$ cat src/rtl/ssws_pkg.sv
// Shared types and constants for the slope-sensitive window smoother.
// No dependencies; imported by slope_sensitive_window_smoother_core.
`default_nettype none

package ssws_pkg;

  localparam int SAMPLE_W  = 16;
  localparam int SENS_W    = 24;

  localparam logic [SAMPLE_W-1:0] ONE_Q15        = 16'd32768;
  localparam logic [SAMPLE_W-1:0] HALF_Q15       = 16'd16384;
  localparam logic [SAMPLE_W-1:0] RATE_FLOOR_Q15 = 16'd262;   // 0.008

  typedef enum logic [2:0] {
    S_IDLE,
    S_SUM,
    S_DIV,
    S_MUL1,
    S_MUL2,
    S_RATE,
    S_MUL3,
    S_OUT
  } state_e;

endpackage

`default_nettype wire

$ cat src/rtl/slope_sensitive_window_smoother_core.sv
// Slope-sensitive window smoother: ring memory, running sum, reciprocal-multiply average,
//   rate/follow math. Depends on ssws_pkg.
// An accepted sample beat steps through every state from S_SUM to S_OUT before its result is in the output register.
// One sample per pass: idle (takes the beat), sum, window average, two registered multiplies, rate,
//   a third multiply, output load; no new sample is taken mid-pass, and a stalled result holds the last step.
// The output register holds a finished beat while the next sample is taken in.
// Reset: asynchronous, active low; ring reads as 0.5 until each slot is first written
//   (wrap flag, no clearing pass); the previous output last_q starts at 0.5 and the running sum at 0.5 per entry.
`default_nettype none

module slope_sensitive_window_smoother_core
  import ssws_pkg::*;
#(
  parameter int WINDOW_LENGTH = 16
) (
  input  wire logic                clk_i,
  input  wire logic                rst_ni,
  input  wire logic                cfg_valid_i,
  output logic                     cfg_ready_o,
  input  wire logic [SENS_W-1:0]   cfg_slope_sensitivity_i,
  input  wire logic                in_valid_i,
  output logic                     in_stall_o,
  input  wire logic [SAMPLE_W-1:0] sample_i,
  output logic                     out_valid_o,
  input  wire logic                out_stall_i,
  output logic [SAMPLE_W-1:0]      smoothed_o
);

  localparam int DIV_D       = WINDOW_LENGTH + 1;
  localparam int CW          = $clog2(DIV_D);
  localparam int NUM_W       = SAMPLE_W + CW;
  localparam int RW          = NUM_W + 1;
  localparam int RECIP_SHIFT = NUM_W + CW;
  localparam int AW          = (WINDOW_LENGTH > 1) ? $clog2(WINDOW_LENGTH) : 1;

  localparam logic [NUM_W-1:0]  SUM_RESET  = NUM_W'(WINDOW_LENGTH * 16384);
  localparam logic [NUM_W-1:0]  HALF_DIV   = NUM_W'(DIV_D / 2);
  // ceil(2^RECIP_SHIFT / DIV_D): exact floor division for any NUM_W-bit numerator
  localparam logic [RW-1:0]     RECIP      =
    RW'(((64'd1 << RECIP_SHIFT) + 64'(DIV_D) - 64'd1) / 64'(DIV_D));
  localparam logic [AW-1:0]     LAST_SLOT  = AW'(WINDOW_LENGTH - 1);
  localparam logic [SENS_W-1:0] SENS_RESET =
    SENS_W'((6000 * 256 * 2 + DIV_D) / (2 * DIV_D));

  state_e state_q, state_d;

  logic [SAMPLE_W-1:0]   ring_mem [WINDOW_LENGTH];
  logic [SAMPLE_W-1:0]   rd_q;
  logic [AW-1:0]         slot_q;
  logic                  wrapped_q;
  logic [NUM_W-1:0]      sum_q;
  logic [SENS_W-1:0]     sens_q;
  logic [SAMPLE_W-1:0]   last_q;
  logic [SAMPLE_W-1:0]   x_q;
  logic [NUM_W-1:0]      num_q;
  logic [NUM_W+RW-1:0]   avg_prod_q;
  logic [39:0]           prod1_q;
  logic                  sat_q;
  logic [45:0]           sq_q;
  logic [SAMPLE_W-1:0]   keep_q;
  logic [31:0]           prod3_q;
  logic                  dneg_q;
  logic                  out_valid_q;
  logic [SAMPLE_W-1:0]   out_data_q;

  logic                in_accept;
  logic                out_load;
  logic                ring_we;
  logic [SAMPLE_W-1:0] old_word;
  logic [NUM_W-1:0]    num;
  logic [SAMPLE_W-1:0] avg;
  logic [16:0]         adiff;
  logic [16:0]         adiff_neg;
  logic [15:0]         amag;
  logic [46:0]         sq_rnd;
  logic [SAMPLE_W-1:0] rate;
  logic [16:0]         odiff;
  logic [16:0]         odiff_neg;
  logic [15:0]         omag;
  logic [32:0]         prod3_rnd;
  logic [17:0]         step_mag;
  logic [18:0]         y_full;
  logic [SAMPLE_W-1:0] y_clamped;

  // ---------------- sequencer ----------------
  always_comb begin
    state_d    = state_q;
    in_stall_o = (state_q != S_IDLE);
    out_load   = 1'b0;
    ring_we    = 1'b0;
    case (state_q)
      S_IDLE: begin
        if (in_valid_i) state_d = S_SUM;
      end
      S_SUM: begin
        ring_we = 1'b1;
        state_d = S_DIV;
      end
      S_DIV:  state_d = S_MUL1;
      S_MUL1: state_d = S_MUL2;
      S_MUL2: state_d = S_RATE;
      S_RATE: state_d = S_MUL3;
      S_MUL3: state_d = S_OUT;
      S_OUT: begin
        // wait while a previous result is still held by a stalled sink
        if (!out_valid_q || !out_stall_i) begin
          out_load = 1'b1;
          state_d  = S_IDLE;
        end
      end
      default: state_d = S_IDLE;
    endcase
  end

  assign in_accept = in_valid_i && !in_stall_o;

  always_ff @(posedge clk_i or negedge rst_ni) begin
    if (!rst_ni) begin
      state_q <= S_IDLE;
    end else begin
      state_q <= state_d;
    end
  end

  // ---------------- ring memory ----------------
  // Read is issued at the accept edge; the write to the same slot comes at the end of S_SUM,
  // and the next read comes only with the next item, so no forwarding.
  always_ff @(posedge clk_i) begin
    if (ring_we) ring_mem[slot_q] <= x_q;
    rd_q <= ring_mem[slot_q];
  end

  assign old_word = wrapped_q ? rd_q : HALF_Q15;
  assign num      = sum_q + NUM_W'(x_q) + HALF_DIV;
  assign avg      = avg_prod_q[RECIP_SHIFT +: SAMPLE_W];

  // ---------------- combinational datapath ----------------
  always_comb begin
    adiff     = {1'b0, avg} - {1'b0, last_q};
    adiff_neg = 17'd0 - adiff;
    amag      = adiff[16] ? adiff_neg[15:0] : adiff[15:0];

    sq_rnd = {1'b0, sq_q} + 47'(64'd1 << 30);
    rate   = sq_rnd[46:31];
    if (sat_q) rate = ONE_Q15;
    if (rate < RATE_FLOOR_Q15) rate = RATE_FLOOR_Q15;
    if (rate > ONE_Q15) rate = ONE_Q15;

    odiff     = {1'b0, last_q} - {1'b0, x_q};
    odiff_neg = 17'd0 - odiff;
    omag      = odiff[16] ? odiff_neg[15:0] : odiff[15:0];

    prod3_rnd = {1'b0, prod3_q} + 33'(64'd1 << 14);
    step_mag  = prod3_rnd[32:15];
    y_full    = dneg_q ? ({3'b000, x_q} - {1'b0, step_mag})
                       : ({3'b000, x_q} + {1'b0, step_mag});
    if (y_full[18]) begin
      y_clamped = '0;
    end else if (y_full > {3'b000, ONE_Q15}) begin
      y_clamped = ONE_Q15;
    end else begin
      y_clamped = y_full[15:0];
    end
  end

  // ---------------- control registers ----------------
  always_ff @(posedge clk_i or negedge rst_ni) begin
    if (!rst_ni) begin
      slot_q      <= '0;
      wrapped_q   <= 1'b0;
      sum_q       <= SUM_RESET;
      last_q      <= HALF_Q15;
      sens_q      <= SENS_RESET;
      out_valid_q <= 1'b0;
    end else begin
      if (cfg_valid_i && cfg_ready_o) sens_q <= cfg_slope_sensitivity_i;
      if (state_q == S_SUM) begin
        sum_q <= sum_q - NUM_W'(old_word) + NUM_W'(x_q);
        if (slot_q == LAST_SLOT) begin
          slot_q    <= '0;
          wrapped_q <= 1'b1;
        end else begin
          slot_q <= slot_q + 1'b1;
        end
      end
      if (out_load) begin
        last_q      <= y_clamped;
        out_valid_q <= 1'b1;
      end else if (out_valid_q && !out_stall_i) begin
        out_valid_q <= 1'b0;
      end
    end
  end

  // ---------------- payload registers ----------------
  always_ff @(posedge clk_i) begin
    if (in_accept) x_q <= sample_i;
    case (state_q)
      S_SUM:  num_q <= num;
      // window average: multiply by the reciprocal, quotient sits above RECIP_SHIFT
      S_DIV:  avg_prod_q <= num_q * RECIP;
      S_MUL1: prod1_q <= sens_q * amag;
      S_MUL2: begin
        sat_q <= |prod1_q[39:23];
        sq_q  <= prod1_q[22:0] * prod1_q[22:0];
      end
      S_RATE: keep_q <= ONE_Q15 - rate;
      S_MUL3: begin
        prod3_q <= keep_q * omag;
        dneg_q  <= odiff[16];
      end
      default: ;
    endcase
    if (out_load) out_data_q <= y_clamped;
  end

  assign cfg_ready_o = 1'b1;
  assign out_valid_o = out_valid_q;
  assign smoothed_o  = out_data_q;

  // ---------------- assertions ----------------
  a_slot_range: assert property (@(posedge clk_i) disable iff (!rst_ni)
    slot_q <= LAST_SLOT)
    else $error("ring slot out of range");

  a_out_from_seq: assert property (@(posedge clk_i) disable iff (!rst_ni)
    $rose(out_valid_q) |-> $past(state_q) == S_OUT)
    else $error("result beat without finishing sequence");

  a_out_clamped: assert property (@(posedge clk_i) disable iff (!rst_ni)
    out_valid_q |-> out_data_q <= ONE_Q15)
    else $error("result above 1.0");

  a_avg_one_step: assert property (@(posedge clk_i) disable iff (!rst_ni)
    (state_q == S_DIV) |=> state_q == S_MUL1)
    else $error("average step did not advance");

  a_no_overwrite: assert property (@(posedge clk_i) disable iff (!rst_ni)
    (out_valid_q && out_stall_i) |=> out_valid_q && $stable(out_data_q))
    else $error("held result changed under stall");

endmodule

`default_nettype wire
$ cat config.mk
export PLATFORM = sky130hd
export DESIGN_NAME = slope_sensitive_window_smoother_core
export DESIGN_NICKNAME = d
export VERILOG_FILES = /design/src/rtl/ssws_pkg.sv /design/src/rtl/slope_sensitive_window_smoother_core.sv
export SDC_FILE = /design/constraint.sdc
export NUM_CORES = 2
export LEC_CHECK = 0
export BUFFER_PORTS_ARGS = -buffer_cell sky130_fd_sc_hd__buf_2
export CORE_MARGIN = 2
export CORE_UTILIZATION = 48
export DETAILED_ROUTE_END_ITERATION = 12
export SYNTH_ARGS = -nofsm -noshare
export SYNTH_HDL_FRONTEND = slang
export SYNTH_SLANG_ARGS = --single-unit
$ cat constraint.sdc
create_clock -name clk_i -period 13.06 [get_ports clk_i]
set_input_delay 1.306 -clock clk_i [delete_from_list [all_inputs] [get_ports clk_i]]
set_output_delay 1.306 -clock clk_i [all_outputs]
set_load 0.01 [all_outputs]
# Yosys cells after proc, flatten, opt, wreduce, memory -nomap -nowiden
# Memory sizes are Yosys's and may differ from the RTL's. A register that Yosys moved wholly into a read port is not among the register bits.
# Index checks and enable logic that the tools add are counted.
# W data, S select, Z words.
[classes]
div_mod_pow = 0
n_reduce_logical = 12
n_eq_ne = 10
shifts = 0
bitwise = 0
n_mul = 4
n_lt_le_gt_ge = 3
n_addsub = 14
muxes = 20
[ops]
columns = ["op", "n"]
rows = [
  ["$mux W16", 8],
  ["$add A46 B31 Y47 const B", 1],
  ["$mul A23 B23 Y46", 1],
  ["$add A21 B16 Y21", 2],
  ["$mul A21 B22 Y42 const B", 1],
  ["$mul A24 B16 Y40", 1],
  ["$sub A16 B16 Y17", 2],
  ["$add A32 B15 Y33 const B", 1],
  ["$mul A16 B16 Y32", 1],
  ["$sub A1 B16 Y16 const A", 2],
  ["$pmux W3 S8", 1],
  ["$add A21 B4 Y21 const B", 1],
  ["$sub A21 B16 Y21", 1],
  ["$add A16 B18 Y19", 1],
  ["$gt A19 B16 Y1 const B", 1],
  ["$mux W19", 1],
  ["$sub A16 B18 Y19", 1],
  ["$reduce_or A17 Y1", 1],
  ["$gt A16 B16 Y1 const B", 1],
  ["$lt A16 B9 Y1 const B", 1],
  ["$sub A16 B16 Y16 const A", 1],
  ["$eq A3 B3 Y1 const B", 4],
  ["$mux W1", 7],
  ["$eq A3 B2 Y1 const B", 2],
  ["other kinds (13)", 19],
]
[totals]
latchBits = 0
ram_bits = 256
romBits = 0
word_cells = 81
reg_bits = 301
memories = 1
[memory_table]
columns = ["memory", "words", "width", "rd", "rd_clocked_by_memory_dff", "write_ports", "line_no", "rtl"]
rows = [
  ["ring_mem", 16, 16, 1, 1, 1, "slope_sensitive_window_smoother_core.sv:47", "logic [SAMPLE_W-1:0] ring_mem [WINDOW_LENGTH];"],
]

# Logic depth before layout (Yosys ltp)
[logic_depth]
ltp_word = 7
mapped_depth = 42

# Least setup slack after synthesis
# Ideal clock, no wire load.
[synth_timing]
path_kind = "register -> register"
from = "register last_q[0]"
to = "register prod1_q[39], data pin"
n_path_buf = 2
slack_ps = 3717
path_stages_with_launch = 41
required_time_ps = 12800
t_arrival_ps = 9083
synth_period_minus_slack_ps = 9343
path_cell_list = "dfrtp_1 ha_1 fa_1 nor2b_1 o21ai_0 a21boi_0 o21ai_0 a21oi_1 a41o_1 a2111oi_2 o21bai_1 a21o_1 buf_2 nor2_1 xnor2_1 clkbuf_1 nand2_1 fa_1 [... 5 more ...] fa_1 fa_1 inv_1 fa_1 inv_1 ha_1 a21o_1 a21o_1 a2111oi_0 o21bai_1 a31oi_1 o21ai_0 a21oi_1 o21ai_0 a2111o_1 a31o_2 a21oi_1 xnor2_1"
[synth_via]
elab_chain_cells = 4
[synth_rtl]
columns = ["element", "line_no", "rtl"]
rows = [
  ["from (decl)", "slope_sensitive_window_smoother_core.sv:53", "logic [SAMPLE_W-1:0] last_q;"],
  ["from (signal assigned)", "slope_sensitive_window_smoother_core.sv:187", "last_q <= y_clamped;"],
  ["$sub A16 B16 Y17 (*)", "slope_sensitive_window_smoother_core.sv:139", "adiff = {1'b0, avg} - {1'b0, last_q};"],
  ["$sub A1 B16 Y16", "slope_sensitive_window_smoother_core.sv:140", "adiff_neg = 17'd0 - adiff;"],
  ["$mux W16 (*)", "slope_sensitive_window_smoother_core.sv:141", "amag = adiff[16] ? adiff_neg[15:0] : adiff[15:0];"],
  ["$mul A24 B16 Y40 (*)", "slope_sensitive_window_smoother_core.sv:202", "S_MUL1: prod1_q <= sens_q * amag;"],
  ["to (signal assigned)", "slope_sensitive_window_smoother_core.sv:202", ""],
  ["to (decl)", "slope_sensitive_window_smoother_core.sv:57", "logic [39:0] prod1_q;"],
]
# Mark *: on every way between the ends. The rest lies on a longest branch, timed or not.
# A chain may end at the register's enable or synchronous reset.

# Final worst setup path
# Ends and elaborated chain as after synthesis.

==> flow_metrics.env <==
export IMPL_nets=8077
export IMPL_reg2reg_slack_ns=2.00
export IMPL_area_growth_pct=6.84
export IMPL_avgRoutedWirePerCell_um=19.4
export IMPL_hold_path_class="reg2reg"
export IMPL_fp_dieW_um=374
export IMPL_drtIter0Drc=2544
export IMPL_rsz0062_at_grt="no"
export IMPL_ios=64
export IMPL_die_y_um=374
export IMPL_cp_slowest_cell="a21oi_2"
export IMPL_ys_async_sr_fraction_pct=13.9
export IMPL_synth_compound_area_share_pct=5.27
export IMPL_n_antenna_cell=0
export IMPL_grt_pass1_vias=46238
export IMPL_cts_root_buf="clkbuf_16"
export IMPL_cts_made_buffers=53
export IMPL_post_synth_num_cell_types=100
export IMPL_dp_hpwl_um=122000
export IMPL_grt_overflow_total=0
export IMPL_dr_pass1_iters=5
export IMPL_io_buffers=62
export IMPL_period_share_pct=84.7
export IMPL_coreArea_sq_um=136000
export IMPL_ys_flop_type="edfxtp_1"
export IMPL_synthCells=6306
export IMPL_crit_top_cell="fa_1"
export IMPL_synth_top_family_by_area="adder cells"
export IMPL_drv_cap=0
export IMPL_clkTransAtPathRegs_ns=0.07
export IMPL_fmax_mhz=90.4
export IMPL_clock_sink_count=503
export IMPL_design_die_area_sq_um=140000
export IMPL_cts_buffer_depth=3
export IMPL_yosysWarnings=0
export IMPL_grt_pass1_wl_um=256000
export IMPL_tritoncts="built"
export IMPL_synth_nets=8067
export IMPL_worst_path_buf_inv=6
export IMPL_worst_path_max_fanout=16
export IMPL_grt_max_degree=56
export IMPL_gp_congestion=0.883
export IMPL_tightest_slew_ns=1.18
export IMPL_synth_fa_ha_area_share_pct=44.6
export IMPL_yosys_area_share_simple_pct=11.5
export IMPL_fin_util_pct=51.7
export IMPL_drive_gt1_share_pct=6.67
export IMPL_critical_path_class="reg2reg"
export IMPL_grt_util_all_layers_pct=23.4
export IMPL_maxSlewHeadroom_pct=21.4
export IMPL_ctsHoldBuffers=0
export IMPL_final_area_sq_um=70100
export IMPL_fin_setup_tns_ns=0
export IMPL_rows=135
export IMPL_syn_area_sq_um=65600
export IMPL_clock_latency_ns=0.66
export IMPL_ys_seq_area_share_pct=22.3
export IMPL_synth_mux_area_fraction_pct=3.30
export IMPL_outcome="completed"
export IMPL_cp_slowest_stage_delay_ns=0.65
export IMPL_drc=0
export IMPL_period_needed_ns=11.06
export IMPL_cts_htree_levels=2
export IMPL_ys_ff_latch=503
export IMPL_finalClockSkew_ns=0.0424
export IMPL_setup_viol=0
export IMPL_dp_cells=8042
export IMPL_crit_family="compound AO/OA/AOI/OAI gates"
export IMPL_synth_edf_count=417
export IMPL_avgSynthCellArea_sq_um=10.4
export IMPL_cp_arrival_ns=11.44
export IMPL_via_per_inst=5.27
export IMPL_cts_setup_buffers=0
export IMPL_place_area_sq_um=68200
export IMPL_cts_repair_resized=0
export IMPL_antenna_found_initial=1
export IMPL_totalWireLength_um=158000
export IMPL_dr_total_vias=42900
export IMPL_cp_end_kind="flop"
export IMPL_cp_start_kind="flop"
export IMPL_instances_no_fill=8142
export IMPL_critPathRequiredTime_ns=13.44
export IMPL_initial_core_util_pct=48.4
export IMPL_hold_viol=0
export IMPL_synthXorXnorAreaFrac_pct=3.36
export IMPL_finalMaxSlewViolations=0
export IMPL_postRouteAntennaNets=0
[final cells by class]
| cell class | count | area [sq um] |
|---|---|---|
| fill | 12173 | 65500 |
| multi-input combinational | 4118 | 44800 |
| sequential | 503 | 14600 |
| timing repair buffer | 145 | 936 |
| inverter | 1495 | 5610 |
| clock inverter | 36 | 510 |
| clock buffer | 64 | 1400 |
| tap | 1781 | 2230 |
[cells in the mapped netlist (all sizes together), types with 22 or more instances]
| cell | instances | area (sq um) |
|---|---|---|
| inv | 1494 | 5610 |
| fa | 1037 | 20800 |
| ha | 679 | 8500 |
| nand2 | 628 | 2360 |
| edfxtp | 417 | 12500 |
| and2 | 326 | 2040 |
| nor2 | 172 | 653 |
| xnor2 | 165 | 1450 |
| clkbuf | 162 | 608 |
| a21oi | 135 | 679 |
| o21ai | 106 | 534 |
| xor2 | 83 | 727 |
| nor2b | 81 | 507 |
| mux4 | 80 | 1800 |
| nand2b | 74 | 463 |
| nor3 | 67 | 340 |
| a21o | 61 | 458 |
| dfrtp | 60 | 1500 |
| nand3 | 53 | 283 |
| o21a | 35 | 264 |
| buf | 28 | 161 |
| mux2 | 28 | 315 |
| and3 | 26 | 163 |
| nand4 | 23 | 144 |
| a31oi | 22 | 144 |
[worst reg2reg max path, delay by kind of cell, from the launching register on]
family / cells / cell delay (ns)
adder cells (fa/ha/maj): 9 / 4.03
AO/OA/AOI/OAI: 20 / 5.37
AND/OR/NAND/NOR: 3 / 0.32
flip-flops: 1 / 0.41
buffers and inverters: 6 / 0.56
XOR/XNOR: 1 / 0.08
[flip-flops by register name, summed over array words and instances (netlist names), 16 cells and up]
register	count
avg_prod_q	16
num_q	21
ring_mem	256
x_q	16
last_q	16
sq_q	16
rd_q	16
prod3_q	18
sens_q	24
smoothed_o	16
sum_q	21
keep_q	16
prod1_q	40
[metrics by stage]
stage | hold slack (ns) | setup WS (ns)
finish | 0.492 | 2.00
global route | 0.514 | 1.40
CTS | 0.495 | 2.12
detailed placement | 0.481 | 2.22
global placement | 0.471 | 2.33
floorplan | 0.450 | 3.72
[final timing paths]
check                           from  cells after the start          end
hold reg to reg            sum_q[20]                      1    sum_q[20]
hold / removal             sum_q[20]                      1    sum_q[20]
setup reg to reg           last_q[0]                     39  prod1_q[39]
min in group asynchronous     rst_ni                      1    slot_q[0]
max in group asynchronous     rst_ni                      2   sens_q[15]
setup / recovery           last_q[0]                     39  prod1_q[39]
[placed cells by master (no fill, tap or decap), types with 9 or more instances in the layout]
cell,n
mux2_2,28
mux4_2,80
buf_4,84
nor2b_1,81
o21ai_0,99
nand4_1,23
fa_1,1037
nand2b_1,74
xor2_1,72
and3_1,26
xnor2_1,157
o41ai_2,14
a21oi_1,133
a211oi_1,13
nand2_1,627
dfrtp_1,58
nand3_1,51
and2_1,325
dfxtp_1,16
a31oi_1,20
nor2_1,170
ha_1,679
edfxtp_1,417
inv_1,1494
o21a_1,34
or3_1,19
o31ai_1,11
o21bai_1,21
a21o_1,61
and4_1,9
dfstp_2,10
clkbuf_16,53
nor3_1,66
nor4_1,16
bufinv_16,10
buf_2,61
xor2_2,11
[metal layers]
| metal | track usage, % | wire length (um) | vias to the layer above |
|---|---|---|---|
| li1 | - | - | 19786 |
| met5 | 0 | 0 | - |
| met3 | 2.80 | 7340 | 170 |
| met2 | 40.0 | 77300 | 931 |
| met4 | 4.58 | 2970 | 0 |
| met1 | 32.1 | 70500 | 22013 |
[cells by family after synthesis]
kind of cell | Yosys count
AND/OR/NAND/NOR | 1531
multiplexers | 113
adder cells (fa/ha/maj) | 1716
other | 2
flip-flops | 503
AO/OA/AOI/OAI | 507
buffers and inverters | 1685
XOR/XNOR | 249
Power is left out: the tool's default activity adds up to more than one toggle a clock period on the data nets, which glitch-free logic cannot reach.
